`src/hdl/packet_class_counters_top_macros.svh`:
```
// Assertion macros shared by the packet class counter RTL.
// Depends on nothing; included by files that carry concurrent assertions.
`ifndef PACKET_CLASS_COUNTERS_TOP_MACROS_SVH
`define PACKET_CLASS_COUNTERS_TOP_MACROS_SVH

// Same-cycle implication, disabled while reset is asserted.
`define PCC_ASSERT_IMPL(lbl, clk, rst_n, ante, cons) \
	lbl: assert property (@(posedge clk) disable iff (!rst_n) (ante) |-> (cons)) \
		else $error("pcc assertion failed");

// Next-cycle implication, disabled while reset is asserted.
`define PCC_ASSERT_NEXT(lbl, clk, rst_n, ante, cons) \
	lbl: assert property (@(posedge clk) disable iff (!rst_n) (ante) |=> (cons)) \
		else $error("pcc assertion failed");

`endif

```
`src/hdl/pcc_pkg.sv`:
```
// Package for the packet class counters: constants, codes, payload layouts
// and small decode functions. Depends on nothing.
`default_nettype none

package pcc_pkg;

	localparam int NumCounters = 28;
	localparam int DirSpan     = 14;
	localparam int KindSpan    = 7;
	localparam int TotRows     = 2;
	localparam int ClsRows     = 14;
	localparam int RowW        = 4;
	localparam int CntW        = 64;
	localparam int OutqDepth   = 3;

	localparam logic [15:0] EthHdrBytes  = 16'd14;
	localparam logic [15:0] MinIpBytes   = 16'd20;
	localparam logic [15:0] EtherIpv4    = 16'h0800;
	localparam logic [3:0]  IpVersion4   = 4'd4;
	localparam logic [7:0]  ProtoTcp     = 8'd6;
	localparam logic [7:0]  ProtoUdp     = 8'd17;
	localparam logic [15:0] PortHttp     = 16'd80;
	localparam logic [15:0] PortSsh      = 16'd22;
	localparam logic [7:0]  PrivateOctet = 8'h0A;

	localparam int CfgIdxW  = 2;
	localparam int CfgDataW = 32;
	localparam logic [31:0] LocalAddrRst  = 32'hFFFF_FFFF;
	localparam logic [15:0] TargetPortRst = 16'd1985;
	localparam logic [31:0] MetaAddrRst   = 32'hA9FE_A9FE;

	typedef enum logic [CfgIdxW-1:0] {
		REG_LOCAL_ADDR  = 2'd0,
		REG_TARGET_PORT = 2'd1,
		REG_META_ADDR   = 2'd2
	} cfg_reg_t;

	typedef enum logic {
		CMD_COUNT = 1'b0,
		CMD_READ  = 1'b1
	} cmd_t;

	typedef enum logic [2:0] {
		ST_OK        = 3'd0,
		ST_SHORT_CAP = 3'd1,
		ST_NOT_IPV4  = 3'd2,
		ST_SHORT_LEN = 3'd3,
		ST_BAD_VER   = 3'd4
	} status_t;

	typedef enum logic [2:0] {
		CLS_TOTAL   = 3'd0,
		CLS_PUBLIC  = 3'd1,
		CLS_PRIVATE = 3'd2,
		CLS_META    = 3'd3,
		CLS_SSH     = 3'd4,
		CLS_HTTP    = 3'd5,
		CLS_TARGET  = 3'd6
	} class_t;

	// Header fields as they sit in the input tdata, last member in the lowest bits.
	typedef struct packed {
		logic [4:0]  counter_select;
		logic [15:0] dst_port_num;
		logic [15:0] src_port_num;
		logic [31:0] dst_ip;
		logic [31:0] src_ip;
		logic [7:0]  ip_proto;
		logic [15:0] ip_total_len;
		logic [3:0]  ip_ver;
		logic [15:0] cap_len;
		logic [15:0] wire_len;
		logic [15:0] ether_kind;
	} hdr_t;

	typedef struct packed {
		logic [CntW-1:0] read_value;
		class_t          flow_class;
		logic            direction;
		status_t         status;
	} result_t;

	typedef struct packed {
		logic [CntW-1:0] bytes;
		logic [CntW-1:0] pkts;
	} cnt_word_t;

	typedef struct packed {
		logic   in_range;
		logic   dir;
		logic   kind;
		class_t cls;
	} sel_t;

	localparam int HdrBits   = $bits(hdr_t);
	localparam int ResBits   = $bits(result_t);
	localparam int InTdataW  = ((HdrBits + 7) / 8) * 8;
	localparam int OutTdataW = ((ResBits + 7) / 8) * 8;
	localparam int WordW     = $bits(cnt_word_t);

	function automatic logic [RowW-1:0] row_of(input logic dir, input class_t cls);
		logic [RowW-1:0] base;
		base = dir ? RowW'(KindSpan) : '0;
		return base + RowW'(cls);
	endfunction

	function automatic sel_t decode_select(input logic [4:0] sel);
		sel_t       d;
		logic [4:0] r;
		logic [4:0] c;
		d.in_range = (sel < 5'(NumCounters));
		d.dir      = (sel >= 5'(DirSpan));
		r          = d.dir ? sel - 5'(DirSpan) : sel;
		d.kind     = (r >= 5'(KindSpan));
		c          = d.kind ? r - 5'(KindSpan) : r;
		d.cls      = class_t'(c[2:0]);
		return d;
	endfunction

endpackage

`default_nettype wire

```
`src/hdl/packet_class_counters_top.sv`:
```
// Packet class counters, top level. Depends on pcc_pkg, pcc_ram, pcc_outq
// and the assertion macros header.
//
// Each request on the s_ channel is either a parsed packet header to count
// (s_tuser low) or a counter read (s_tuser high, counter_select in tdata).
// Exactly one result leaves on the m_ channel for every request, in order.
// Counters live in two RAMs with 128-bit rows holding a packet and a byte
// count: a two-row RAM for the per-direction totals and a fourteen-row RAM
// for the per-direction classes. A request reads its rows in the cycle it is
// accepted; a counted packet writes them back in the next cycle, and a write
// just made is forwarded to an immediately following request on the same row.
// With an idle output, a result passes the stage-one registers into the output
// queue, whose level register raises m_tvalid. Throughput is one request per
// cycle while s_tready is high, limited by the single read port of
// each counter RAM. Results wait in a three-entry queue, so s_tready drops
// only once that queue and the stage ahead of it hold three results together.
// Reset clears all counters at once through per-row valid bits and loads
// the register defaults; configuration writes take effect on the next cycle.
`default_nettype none
`include "packet_class_counters_top_macros.svh"

module packet_class_counters_top #(
	parameter int OutqDepth = pcc_pkg::OutqDepth
) (
	input  wire logic                           clk,
	input  wire logic                           arst_n,
	// ether_kind, wire_len, cap_len, ip_ver, ip_total_len, ip_proto, src_ip,
	// dst_ip, src_port_num, dst_port_num, counter_select, zero fill
	input  wire logic [pcc_pkg::InTdataW-1:0]   s_tdata,
	// command
	input  wire logic                           s_tuser,
	input  wire logic                           s_tvalid,
	output      logic                           s_tready,
	// status, direction, flow_class, read_value, zero fill
	output      logic [pcc_pkg::OutTdataW-1:0]  m_tdata,
	output      logic                           m_tvalid,
	input  wire logic                           m_tready,
	input  wire logic                           cfg_we,
	input  wire logic [pcc_pkg::CfgIdxW-1:0]    cfg_index,
	input  wire logic [pcc_pkg::CfgDataW-1:0]   cfg_data
);
	import pcc_pkg::*;

	localparam int LvlW = $clog2(OutqDepth + 1);

	logic [31:0] local_addr_q;
	logic [15:0] target_port_q;
	logic [31:0] svc_addr_q;

	hdr_t            hdr;
	cmd_t            cmd;
	logic            accept;
	status_t         status0;
	logic            rx0;
	class_t          cls0;
	sel_t            sel0;
	logic [15:0]     web_port;
	logic [15:0]     ssh_port;
	logic [31:0]     peer_ip;
	logic            tot_raddr;
	logic [RowW-1:0] cls_raddr;

	logic            s1_valid_q;
	cmd_t            cmd_s1;
	logic            counted_s1;
	status_t         status_s1;
	logic            dir_s1;
	class_t          cls_s1;
	sel_t            sel_s1;
	logic [16:0]     bytes_s1;
	logic            tot_addr_s1;
	logic [RowW-1:0] cls_addr_s1;
	logic            tot_vld_s1;
	logic            cls_vld_s1;

	logic [TotRows-1:0] tot_vld_q;
	logic [ClsRows-1:0] cls_vld_q;

	logic            tot_fwd_vld_s2;
	logic            tot_fwd_addr_s2;
	cnt_word_t       tot_fwd_data_s2;
	logic            cls_fwd_vld_s2;
	logic [RowW-1:0] cls_fwd_addr_s2;
	cnt_word_t       cls_fwd_data_s2;

	cnt_word_t       tot_rdata;
	cnt_word_t       cls_rdata;
	cnt_word_t       tot_old;
	cnt_word_t       cls_old;
	cnt_word_t       tot_new;
	cnt_word_t       cls_new;
	cnt_word_t       read_word;
	logic            tot_we;
	logic            cls_we;
	result_t         res_s1;
	result_t         head;
	logic [LvlW-1:0] level;
	logic [LvlW:0]   fill_sum;

	// Configuration registers.
	always_ff @(posedge clk or negedge arst_n) begin
		if (!arst_n) begin
			local_addr_q  <= LocalAddrRst;
			target_port_q <= TargetPortRst;
			svc_addr_q    <= MetaAddrRst;
		end else if (cfg_we) begin
			case (cfg_reg_t'(cfg_index))
				REG_LOCAL_ADDR:  local_addr_q  <= cfg_data;
				REG_TARGET_PORT: target_port_q <= cfg_data[15:0];
				REG_META_ADDR:   svc_addr_q    <= cfg_data;
				default: ;
			endcase
		end
	end

	// Input side: checks, direction, class and counter row selection.
	assign hdr      = hdr_t'(s_tdata[HdrBits-1:0]);
	assign cmd      = cmd_t'(s_tuser);
	assign fill_sum = {1'b0, level} + (LvlW + 1)'(s1_valid_q);
	assign s_tready = (fill_sum < (LvlW + 1)'(OutqDepth));
	assign accept   = s_tvalid && s_tready;

	always_comb begin
		if (cmd == CMD_READ) begin
			status0 = ST_OK;
		end else if (hdr.cap_len < EthHdrBytes) begin
			status0 = ST_SHORT_CAP;
		end else if (hdr.ether_kind != EtherIpv4) begin
			status0 = ST_NOT_IPV4;
		end else if (hdr.wire_len < MinIpBytes) begin
			status0 = ST_SHORT_LEN;
		end else if (hdr.ip_ver != IpVersion4) begin
			status0 = ST_BAD_VER;
		end else begin
			status0 = ST_OK;
		end
	end

	assign rx0      = (hdr.dst_ip == local_addr_q);
	assign web_port = rx0 ? hdr.src_port_num : hdr.dst_port_num;
	assign ssh_port = rx0 ? hdr.dst_port_num : hdr.src_port_num;
	assign peer_ip  = rx0 ? hdr.src_ip : hdr.dst_ip;

	always_comb begin
		if (hdr.ip_proto == ProtoUdp && (hdr.src_port_num == target_port_q
				|| hdr.dst_port_num == target_port_q)) begin
			cls0 = CLS_TARGET;
		end else if (hdr.ip_proto == ProtoTcp && web_port == PortHttp) begin
			cls0 = (peer_ip == svc_addr_q) ? CLS_META : CLS_HTTP;
		end else if (hdr.ip_proto == ProtoTcp && ssh_port == PortSsh) begin
			cls0 = CLS_SSH;
		end else if (peer_ip[31:24] == PrivateOctet) begin
			cls0 = CLS_PRIVATE;
		end else begin
			cls0 = CLS_PUBLIC;
		end
	end

	assign sel0      = decode_select(hdr.counter_select);
	assign tot_raddr = (cmd == CMD_READ) ? sel0.dir : rx0;
	assign cls_raddr = (cmd == CMD_READ) ? row_of(sel0.dir, sel0.cls) : row_of(rx0, cls0);

	always_ff @(posedge clk or negedge arst_n) begin
		if (!arst_n) begin
			s1_valid_q <= 1'b0;
		end else begin
			s1_valid_q <= accept;
		end
	end

	always_ff @(posedge clk) begin
		if (accept) begin
			cmd_s1      <= cmd;
			counted_s1  <= (cmd == CMD_COUNT) && (status0 == ST_OK);
			status_s1   <= status0;
			dir_s1      <= (cmd == CMD_COUNT) && (status0 == ST_OK) && rx0;
			cls_s1      <= ((cmd == CMD_COUNT) && (status0 == ST_OK)) ? cls0 : CLS_TOTAL;
			sel_s1      <= sel0;
			bytes_s1    <= {1'b0, hdr.ip_total_len} + 17'(EthHdrBytes);
			tot_addr_s1 <= tot_raddr;
			cls_addr_s1 <= cls_raddr;
			tot_vld_s1  <= tot_vld_q[tot_raddr];
			cls_vld_s1  <= cls_vld_q[cls_raddr];
		end
	end

	pcc_ram #(
		.Width (WordW),
		.Depth (TotRows)
	) u_tot_ram (
		.clk   (clk),
		.we    (tot_we),
		.waddr (tot_addr_s1),
		.wdata (tot_new),
		.re    (accept),
		.raddr (tot_raddr),
		.rdata (tot_rdata)
	);

	pcc_ram #(
		.Width (WordW),
		.Depth (ClsRows)
	) u_cls_ram (
		.clk   (clk),
		.we    (cls_we),
		.waddr (cls_addr_s1),
		.wdata (cls_new),
		.re    (accept),
		.raddr (cls_raddr),
		.rdata (cls_rdata)
	);

	// Second stage: forward the last write, update and write back.
	always_comb begin
		if (tot_fwd_vld_s2 && tot_fwd_addr_s2 == tot_addr_s1) begin
			tot_old = tot_fwd_data_s2;
		end else if (tot_vld_s1) begin
			tot_old = tot_rdata;
		end else begin
			tot_old = '0;
		end
		if (cls_fwd_vld_s2 && cls_fwd_addr_s2 == cls_addr_s1) begin
			cls_old = cls_fwd_data_s2;
		end else if (cls_vld_s1) begin
			cls_old = cls_rdata;
		end else begin
			cls_old = '0;
		end
	end

	assign tot_new.pkts  = tot_old.pkts + 1'b1;
	assign tot_new.bytes = tot_old.bytes + CntW'(bytes_s1);
	assign cls_new.pkts  = cls_old.pkts + 1'b1;
	assign cls_new.bytes = cls_old.bytes + CntW'(bytes_s1);
	assign tot_we        = s1_valid_q && counted_s1;
	assign cls_we        = s1_valid_q && counted_s1;

	always_ff @(posedge clk or negedge arst_n) begin
		if (!arst_n) begin
			tot_vld_q      <= '0;
			cls_vld_q      <= '0;
			tot_fwd_vld_s2 <= 1'b0;
			cls_fwd_vld_s2 <= 1'b0;
		end else begin
			tot_fwd_vld_s2 <= tot_we;
			cls_fwd_vld_s2 <= cls_we;
			if (tot_we) begin
				tot_vld_q[tot_addr_s1] <= 1'b1;
			end
			if (cls_we) begin
				cls_vld_q[cls_addr_s1] <= 1'b1;
			end
		end
	end

	always_ff @(posedge clk) begin
		if (tot_we) begin
			tot_fwd_addr_s2 <= tot_addr_s1;
			tot_fwd_data_s2 <= tot_new;
		end
		if (cls_we) begin
			cls_fwd_addr_s2 <= cls_addr_s1;
			cls_fwd_data_s2 <= cls_new;
		end
	end

	assign read_word = (sel_s1.cls == CLS_TOTAL) ? tot_old : cls_old;

	always_comb begin
		res_s1.status     = status_s1;
		res_s1.direction  = dir_s1;
		res_s1.flow_class = cls_s1;
		if (cmd_s1 == CMD_READ && sel_s1.in_range) begin
			res_s1.read_value = sel_s1.kind ? read_word.bytes : read_word.pkts;
		end else begin
			res_s1.read_value = '0;
		end
	end

	pcc_outq #(
		.Depth (OutqDepth)
	) u_outq (
		.clk       (clk),
		.arst_n    (arst_n),
		.push      (s1_valid_q),
		.push_data (res_s1),
		.out_valid (m_tvalid),
		.out_ready (m_tready),
		.out_data  (head),
		.level     (level)
	);

	assign m_tdata = OutTdataW'(head);

	`PCC_ASSERT_IMPL(a_queue_never_overfills, clk, arst_n, 1'b1, fill_sum <= (LvlW + 1)'(OutqDepth))
	`PCC_ASSERT_NEXT(a_accept_enters_stage, clk, arst_n, s_tvalid && s_tready, s1_valid_q)
	`PCC_ASSERT_IMPL(a_read_no_write, clk, arst_n, s1_valid_q && cmd_s1 == CMD_READ, !tot_we && !cls_we)

endmodule

`default_nettype wire

```
`src/hdl/pcc_ram.sv`:
```
// Generic single-write, single-read synchronous RAM with a registered read.
// A read at the address being written returns the old contents. No dependencies.
`default_nettype none

module pcc_ram #(
	parameter int Width = 8,
	parameter int Depth = 2,
	parameter int AddrW = (Depth > 1) ? $clog2(Depth) : 1
) (
	input  wire logic             clk,
	input  wire logic             we,
	input  wire logic [AddrW-1:0] waddr,
	input  wire logic [Width-1:0] wdata,
	input  wire logic             re,
	input  wire logic [AddrW-1:0] raddr,
	output      logic [Width-1:0] rdata
);

	logic [Width-1:0] mem_q [Depth];

	always_ff @(posedge clk) begin
		if (we) begin
			mem_q[waddr] <= wdata;
		end
		if (re) begin
			rdata <= mem_q[raddr];
		end
	end

endmodule

`default_nettype wire

```
`src/hdl/pcc_outq.sv`:
```
// Small result queue in front of the output channel; its fill level lets the
// input side keep accepting while the receiver stalls. Depends on pcc_pkg.
`default_nettype none

module pcc_outq #(
	parameter int Depth = 3,
	parameter int LvlW  = $clog2(Depth + 1)
) (
	input  wire logic             clk,
	input  wire logic             arst_n,
	input  wire logic             push,
	input  wire pcc_pkg::result_t push_data,
	output      logic             out_valid,
	input  wire logic             out_ready,
	output      pcc_pkg::result_t out_data,
	output      logic [LvlW-1:0]  level
);
	import pcc_pkg::*;

	localparam int PtrW = (Depth > 1) ? $clog2(Depth) : 1;

	result_t         slot_q [Depth];
	logic [PtrW-1:0] wr_ptr_q;
	logic [PtrW-1:0] rd_ptr_q;
	logic [LvlW-1:0] level_q;
	logic            pop;

	function automatic logic [PtrW-1:0] next_ptr(input logic [PtrW-1:0] p);
		return (p == PtrW'(Depth - 1)) ? '0 : p + 1'b1;
	endfunction

	assign out_valid = (level_q != '0);
	assign out_data  = slot_q[rd_ptr_q];
	assign level     = level_q;
	assign pop       = out_valid && out_ready;

	always_ff @(posedge clk) begin
		if (push) begin
			slot_q[wr_ptr_q] <= push_data;
		end
	end

	always_ff @(posedge clk or negedge arst_n) begin
		if (!arst_n) begin
			wr_ptr_q <= '0;
			rd_ptr_q <= '0;
			level_q  <= '0;
		end else begin
			if (push) begin
				wr_ptr_q <= next_ptr(wr_ptr_q);
			end
			if (pop) begin
				rd_ptr_q <= next_ptr(rd_ptr_q);
			end
			if (push && !pop) begin
				level_q <= level_q + 1'b1;
			end else if (pop && !push) begin
				level_q <= level_q - 1'b1;
			end
		end
	end

endmodule

`default_nettype wire
```
`config.mk`:
```
export PLATFORM = sky130hd
export DESIGN_NAME = packet_class_counters_top
export DESIGN_NICKNAME = d
export VERILOG_FILES = /design/src/hdl/pcc_pkg.sv /design/src/hdl/packet_class_counters_top.sv /design/src/hdl/pcc_ram.sv /design/src/hdl/pcc_outq.sv
export VERILOG_INCLUDE_DIRS = /design/src /design/src/hdl
export SDC_FILE = /design/constraint.sdc
export NUM_CORES = 2
export LEC_CHECK = 0
export CAP_MARGIN = 20
export CORE_MARGIN = 1.5
export CORE_UTILIZATION = 45
export DETAILED_ROUTE_END_ITERATION = 8
export DONT_BUFFER_PORTS = 1
export HOLD_SLACK_MARGIN = 0.15
export PLACE_DENSITY = 0.69
export SETUP_SLACK_MARGIN = 0.05
export SYNTH_ARGS = -nofsm -noshare
export SYNTH_HDL_FRONTEND = slang
export SYNTH_SLANG_ARGS = --single-unit
```
`constraint.sdc`:
```
create_clock -name clk -period 37.7 [get_ports clk]
set_input_delay 3.77 -clock clk [delete_from_list [all_inputs] [get_ports clk]]
set_output_delay 3.77 -clock clk [all_outputs]
set_load 0.01 [all_outputs]
```
== Word-level counts from Yosys, hierarchy flattened ==
Memories as Yosys holds them, arrays and structs flattened. A register that Yosys moved wholly into a read port is not among the register bits.
Index checks and enable logic that the tools add are counted.

* Bits in registers: 403
* Bits in writable memories: 2261
* Input bits: 224
* Output and inout port bits: 74
* Logic and storage cells: 146
* Memories kept: 3

{| class="wikitable"
|+ Memory list
! name !! depth !! bits a word !! read ports !! clocked after memory_dff !! wr ports !! line !! RTL
|-
| u_cls_ram.mem_q || 14 || 128 || 1 || 1 || 1 || pcc_ram.sv:19 || <nowiki>logic [Width-1:0] mem_q [Depth];</nowiki>
|-
| u_tot_ram.mem_q || 2 || 128 || 1 || 1 || 1 || pcc_ram.sv:19 ||
|-
| u_outq.slot_q || 3 || 71 || 1 || 0 || 1 || pcc_outq.sv:22 || <nowiki>result_t slot_q [Depth];</nowiki>
|}

* $add $sub $neg: 14
* Order comparisons: 12
* Equality and inequality tests: 17
* Mux-type cells: 42
* Bitwise logic cells: 3
* Reduce and logical (&&, ||, !) cells: 26

{| class="wikitable"
|+ Operators with widths
! cell !! count
|-
| $mux W128 || 5
|-
| $add A64 B1 Y64 const B || 2
|-
| $add A64 B17 Y64 || 2
|-
| $mux W64 || 2
|-
| $eq A32 B32 Y1 || 2
|-
| $mux W3 || 12
|-
| $eq A16 B16 Y1 || 2
|-
| $mux W16 || 2
|-
| $mux W32 || 1
|-
| $add A16 B4 Y17 const B || 1
|-
| $eq A16 B5 Y1 const B || 1
|-
| $eq A16 B7 Y1 const B || 1
|-
| $lt A16 B4 Y1 const B || 1
|-
| $lt A16 B5 Y1 const B || 1
|-
| $ne A16 B12 Y1 const B || 1
|-
| $logic_and A1 B1 Y1 || 15
|-
| $or A14 B14 Y14 || 1
|-
| $lt A4 B5 Y1 const B || 2
|-
| $mux W1 || 10
|-
| $mux W2 || 5
|-
| $add A3 B3 Y4 || 2
|-
| $eq A8 B3 Y1 const B || 1
|-
| $eq A8 B4 Y1 const B || 1
|-
| $eq A8 B5 Y1 const B || 1
|-
| other kinds (30) || 40
|}

== Longest topological paths before layout ==
* Depth in word-level cells: 11
* Depth in mapped cells: 23
* Mapped depth without buffers: 19

== By module ==
From an unflattened synthesis, not the netlist that was laid out.

* Cells, all modules: 7073
* Area, all modules: 121470.2 um2

{| class="wikitable"
|+ Modules (own cells, without submodules)
! module !! times used !! cells an instance !! area each (um2) !! sequential area each (um2)
|-
| pcc_ram (u_cls_ram) || 1 || 3060 || 71484.8 || 57655.3
|-
| packet_class_counters_top || 1 || 3010 || 28646.2 || 11506.0
|-
| pcc_ram (u_tot_ram) || 1 || 528 || 13162.6 || 11531.1
|-
| pcc_outq || 1 || 475 || 8176.6 || 6546.3
|}

== Worst setup path before layout ==
OpenSTA, ideal clock, no wires.

* Kind: reg2reg
* Start point: register s1_valid_q
* End point: register cls_vld_q[1]
* Setup time: 0.120 ns
* Arrival time: 16.056 ns
* Required time: 37.580 ns
* Setup slack: 21.523 ns
* Stages on the path, launching flop included: 6
* Buffers on the path: 0
* Period minus slack after synthesis: 16.177 ns
* Cell sequence: dfrtp_1 nand2_1 inv_1 nand3_1 nor3_1 or2_2

* Cells in the longest elaborated chain, start to end: 1

{| class="wikitable"
|+ Ends and longest elaborated chain
! what !! line !! RTL
|-
| start: declaration || packet_class_counters_top.sv:63 || <nowiki>logic s1_valid_q;</nowiki>
|-
| start signal: assignment || packet_class_counters_top.sv:167 || <nowiki>s1_valid_q <= accept;</nowiki>
|-
| $logic_and A1 B1 Y1 || packet_class_counters_top.sv:236 || <nowiki>assign cls_we = s1_valid_q && counted_s1;</nowiki>
|-
| named net cls_we || packet_class_counters_top.sv:94 || <nowiki>logic cls_we;</nowiki>
|-
| end signal: assignment || packet_class_counters_top.sv:241 || <nowiki>cls_vld_q <= '0;</nowiki>
|-
| end signal: indexed assignment || packet_class_counters_top.sv:251 || <nowiki>cls_vld_q[cls_addr_s1] <= 1'b1;</nowiki>
|-
| end: declaration || packet_class_counters_top.sv:77 || <nowiki>logic [ClsRows-1:0] cls_vld_q;</nowiki>
|}

The timed path passes the listed nets, and every way through them passes these cells.
A chain may end at the register's enable or synchronous reset.

== Worst setup path in the final report ==
* Start point: input s_tdata[133] (netlist bit)
* End point: register u_cls_ram.rdata[86] (read register of u_cls_ram.mem_q) (data pin)

* Cells in the longest elaborated chain, start to end: 9
* Elaborated cells between the ends (all ways): 18
* Those cells by class: 1 x add/sub; 5 x eq/ne; 10 x mux; 2 x reduce/logical

{| class="wikitable"
|+ Ends and longest elaborated chain
! what !! line !! RTL
|-
| start: declaration || packet_class_counters_top.sv:29 || <nowiki>input wire logic [pcc_pkg::InTdataW-1:0] s_tdata,</nowiki>
|-
| $eq A32 B32 Y1 || packet_class_counters_top.sv:139 || <nowiki>assign rx0 = (hdr.dst_ip == local_addr_q);</nowiki>
|-
| $mux W16 || packet_class_counters_top.sv:141 || <nowiki>assign ssh_port = rx0 ? hdr.dst_port_num : hdr.src_port_num;</nowiki>
|-
| $eq A16 B5 Y1 || packet_class_counters_top.sv:150 || <nowiki>end else if (hdr.ip_proto == ProtoTcp && ssh_port == PortSsh) begin</nowiki>
|-
| $logic_and A1 B1 Y1 || packet_class_counters_top.sv:150 ||
|-
| $mux W3 || packet_class_counters_top.sv:150 ||
|-
| $mux W3 * || packet_class_counters_top.sv:148 || <nowiki>end else if (hdr.ip_proto == ProtoTcp && web_port == PortHttp) begin</nowiki>
|-
| $mux W3 * || packet_class_counters_top.sv:145 || <nowiki>if (hdr.ip_proto == ProtoUdp && (hdr.src_port_num == target_port_q</nowiki>
|-
| named net cls0[2] || packet_class_counters_top.sv:55 || <nowiki>class_t cls0;</nowiki>
|-
| $add A3 B3 Y4 * || pcc_pkg.sv:104 || <nowiki>return base + RowW'(cls);</nowiki>
|-
| $mux W4 * || packet_class_counters_top.sv:161 || <nowiki>assign cls_raddr = (cmd == CMD_READ) ? row_of(sel0.dir, sel0.cls) : row_of(rx0, cls0);</nowiki>
|-
| end: declaration || pcc_ram.sv:16 || <nowiki>output logic [Width-1:0] rdata</nowiki>
|}

Mark *: on every way through the listed nets, which the timed path passes. The rest lies on a longest branch.

==> results_dict.tcl <==
set metrics [dict create \
    cap_violations 0 \
    synth_most_common_cell "edfxtp_1" \
    status "finished clean" \
    fp.dieH_um 523 \
    fin_tns_setup_ns 0 \
    ctsHoldBuffers 0 \
    hold_class "reg2reg" \
    place_congestion 0.862 \
    syn2layout_area_growth_pct 11.3 \
    crit_chain "xor2_1, nor4_1, nand4_1, nor2_2, buf_4, mux2_2, nand4_1, nor4_1, a21oi_1, or2_2, ha_1, xnor2_1, o21ai_4, buf_4, buf_12, buf_4, buf_4, nand2_1, and3_1, a311oi_1, a311oi_1, a21oi_1" \
    fillers 21881 \
    slowest_delay_ns 0.74 \
    crit_fanout 170 \
    synthTopCellsByCount "edfxtp_1, nand2_1, a21oi_1" \
    hold_viol_final 0 \
    drtAntennaViolNets 0 \
    dpl.hpwl_um 181000 \
    finClkSkew_ns 0.0703 \
    netlist_area_mm2 0.122 \
    initial_core_util 0.453 \
    synth_ff_type "edfxtp_1" \
    cts.htree.levels 5 \
    final_area_mm2 0.136 \
    postPlaceCellArea_mm2 0.126 \
    fp-row-count 190 \
    vias 74256 \
    yosys-top-cells-area "edfxtp_1, nand2_1, mux4_2" \
    clkTransAtPathRegs_ns 0.06 \
    worst_path_max_delay_cell "buf_4" \
    clkLatencyLatePin_ns 0.96 \
    critPathKind "in2reg" \
    io_pins 298 \
    end_kind "register" \
    antenna_found_initial 12 \
    min_period_ns 11.67 \
    wl_per_cell_um 26.1 \
    synth_cells 8549 \
    slew_violations 0 \
    yosysSeqAreaShare 0.716 \
    synth_edf_count 2816 \
    dr_wl_met2_um 152000 \
    syn_nets 8825 \
    gr-total-overflow 0 \
    p_leak_nw 45.3 \
    core-area_mm2 0.269 \
    power_density_mw_per_mm2 74.9 \
    wl_met1_um 126000 \
    ys_types 93 \
    routed.top_layer "met5" \
    synth-async-reset-ratio 0.0356 \
    die_w_um 523 \
    peakVddDrop_uv 63.1 \
    fmax_ghz 0.0857 \
    firstDrtPassIters 8 \
    synth_top_area_frac 0.694 \
    fin_crit_sh 0.310 \
    register_area_mm2 0.0872 \
    slew_headroom 0.220 \
    ys_seq_elements 2920 \
    grt_max_degree 189 \
    grtUsageTotal 0.230 \
    cts-resized-gates 0 \
    ys_warn_count 0 \
    routed-wl-met3_um 33200 \
    yosys.area.top_type "edfxtp_1" \
    arrival_ns 12.38 \
    viasPerCell 6.03 \
    start_kind "primary input" \
    syn_avg_cell_area_um2 14.2 \
    worstPathRequired_ns 38.41 \
    multi_input_comb_area_mm2 0.0326 \
    post_cts_buffers 0 \
    drtIter0Drc 9007 \
    cts_tree "built" \
    crit_top_cell "buf_4" \
    grt_pass1_wl_um 469000 \
    cts_inserted_buffers 296 \
    cts.sink_count 2920 \
    rsz0062_at_grt "false" \
    wl_um 321000 \
    dieArea_mm2 0.274 \
    setup_viol 0 \
    nNetsFinal 8832 \
    port_buffers 0 \
    clockRootBuffer "clkbuf_16" \
    drive_gt1_frac 0.136 \
    route.detailed.drc 0 \
    grt_pass1_vias 72148 \
    worst_pin_slew_ns 1.16 \
    cts_max_path_buffers 4 \
]
==> registers in the layout, indices dropped and copies added (netlist names), 3 cells and up <==
name / flops
cls_fwd_data_s2: 128
tot_fwd_data_s2: 128
bytes_s1: 17
u_outq.slot_q: 213
u_tot_ram.rdata: 128
u_tot_ram.mem_q: 256
u_cls_ram.mem_q: 1792
cls_fwd_addr_s2: 4
local_addr_q: 32
u_cls_ram.rdata: 128
svc_addr_q: 32
status_s1: 3
cls_s1: 3
target_port_q: 16
cls_addr_s1: 4
cls_vld_q: 14
sel_s1: 5
==> power breakdown <==
| group | switching (mW) | total (mW) | internal, mW |
|---|---|---|---|
| Combinational | 1.84 | 2.54 | 0.704 |
| Clock | 1.19 | 2.84 | 1.65 |
| Sequential | 0.179 | 4.77 | 4.59 |
| Total | 3.20 | 10.1 | 6.94 |
==> layout by cell type (no fill, tap or decap), drive strengths merged, types with 21 or more instances in the layout <==
master,count
a21o,21
a21oi,606
a311oi,260
a31oi,40
and2,38
and3,298
buf,223
bufinv,25
clkbuf,367
clkinv,99
dfrtp,44
dfstp,60
edfxtp,2816
ha,49
inv,59
mux2,230
mux2i,108
mux4,169
nand2,1591
nand3,402
nand4,76
nor2,253
nor3,73
nor4,70
o21ai,135
or2,31
or3,26
xnor2,247
xor2,116
==> stage by stage <==
step                hold WS, ns  power, mW  instances  utilization  setup slack [ns]
floorplan                 0.421       6.41       8549            -             21.52
global placement          0.445       7.18      11747        0.468             25.38
detailed placement        0.447       7.28      11751        0.469             25.28
CTS                       0.468       10.1      12252        0.503             26.18
global route              0.481       10.5      12313        0.504             25.70
finish                    0.468       10.1      12321        0.505             26.03
==> area by class of cell <==
cell class                 count  share of cell area
clock inverter               135             0.00967
tap                         3552              0.0328
timing repair buffer         224              0.0132
sequential                  2920               0.644
clock buffer                 366              0.0581
antenna                       10            0.000185
inverter                      51             0.00158
multi-input combinational   5063               0.241
==> metal layers <==
metal / up-vias / GRT usage
met3: 623 / 0.0462
met2: 3865 / 0.370
met1: 37422 / 0.313
met5: - / 0
met4: 4 / 0.0756
li1: 32342 / -
==> critical path: cells and delay by family <==
kind | cells | cell delay, ns
AOI/OAI and AO/OA | 5 | 1.48
xor gates and xnor gates | 2 | 0.31
adders and majority gates | 1 | 0.32
buffers and inverters | 5 | 3.14
muxes | 1 | 0.26
and+or+nand+nor | 8 | 2.87
==> path summary, 6_finish.rpt <==
path                                   from                  end  slack (ns)  cells after the start
max                            s_tdata[133]  u_cls_ram.rdata[86]       26.03                     22
min                            cls_vld_q[9]         cls_vld_q[9]        0.47                      1
max reg2reg                local_addr_q[25]  u_cls_ram.rdata[86]       28.40                     22
min reg2reg                    cls_vld_q[9]         cls_vld_q[9]        0.47                      1
max in group asynchronous            arst_n       svc_addr_q[27]       34.92                      0
min in group asynchronous            arst_n       cls_fwd_vld_s2        2.52                      0
==> logic make-up after synthesis <==
group / Yosys count / synth area share
AO/OA/AOI/OAI: 1189 / 0.0611
XOR/XNOR: 363 / 0.0263
adder cells (fa/ha/maj): 52 / 0.00553
buffers and inverters: 566 / 0.0184
flip-flops: 2920 / 0.716
multiplexers: 507 / 0.0614
other: 1 / 0.0000308
AND/OR/NAND/NOR: 2951 / 0.111
(Power assumes the default switching activity.)
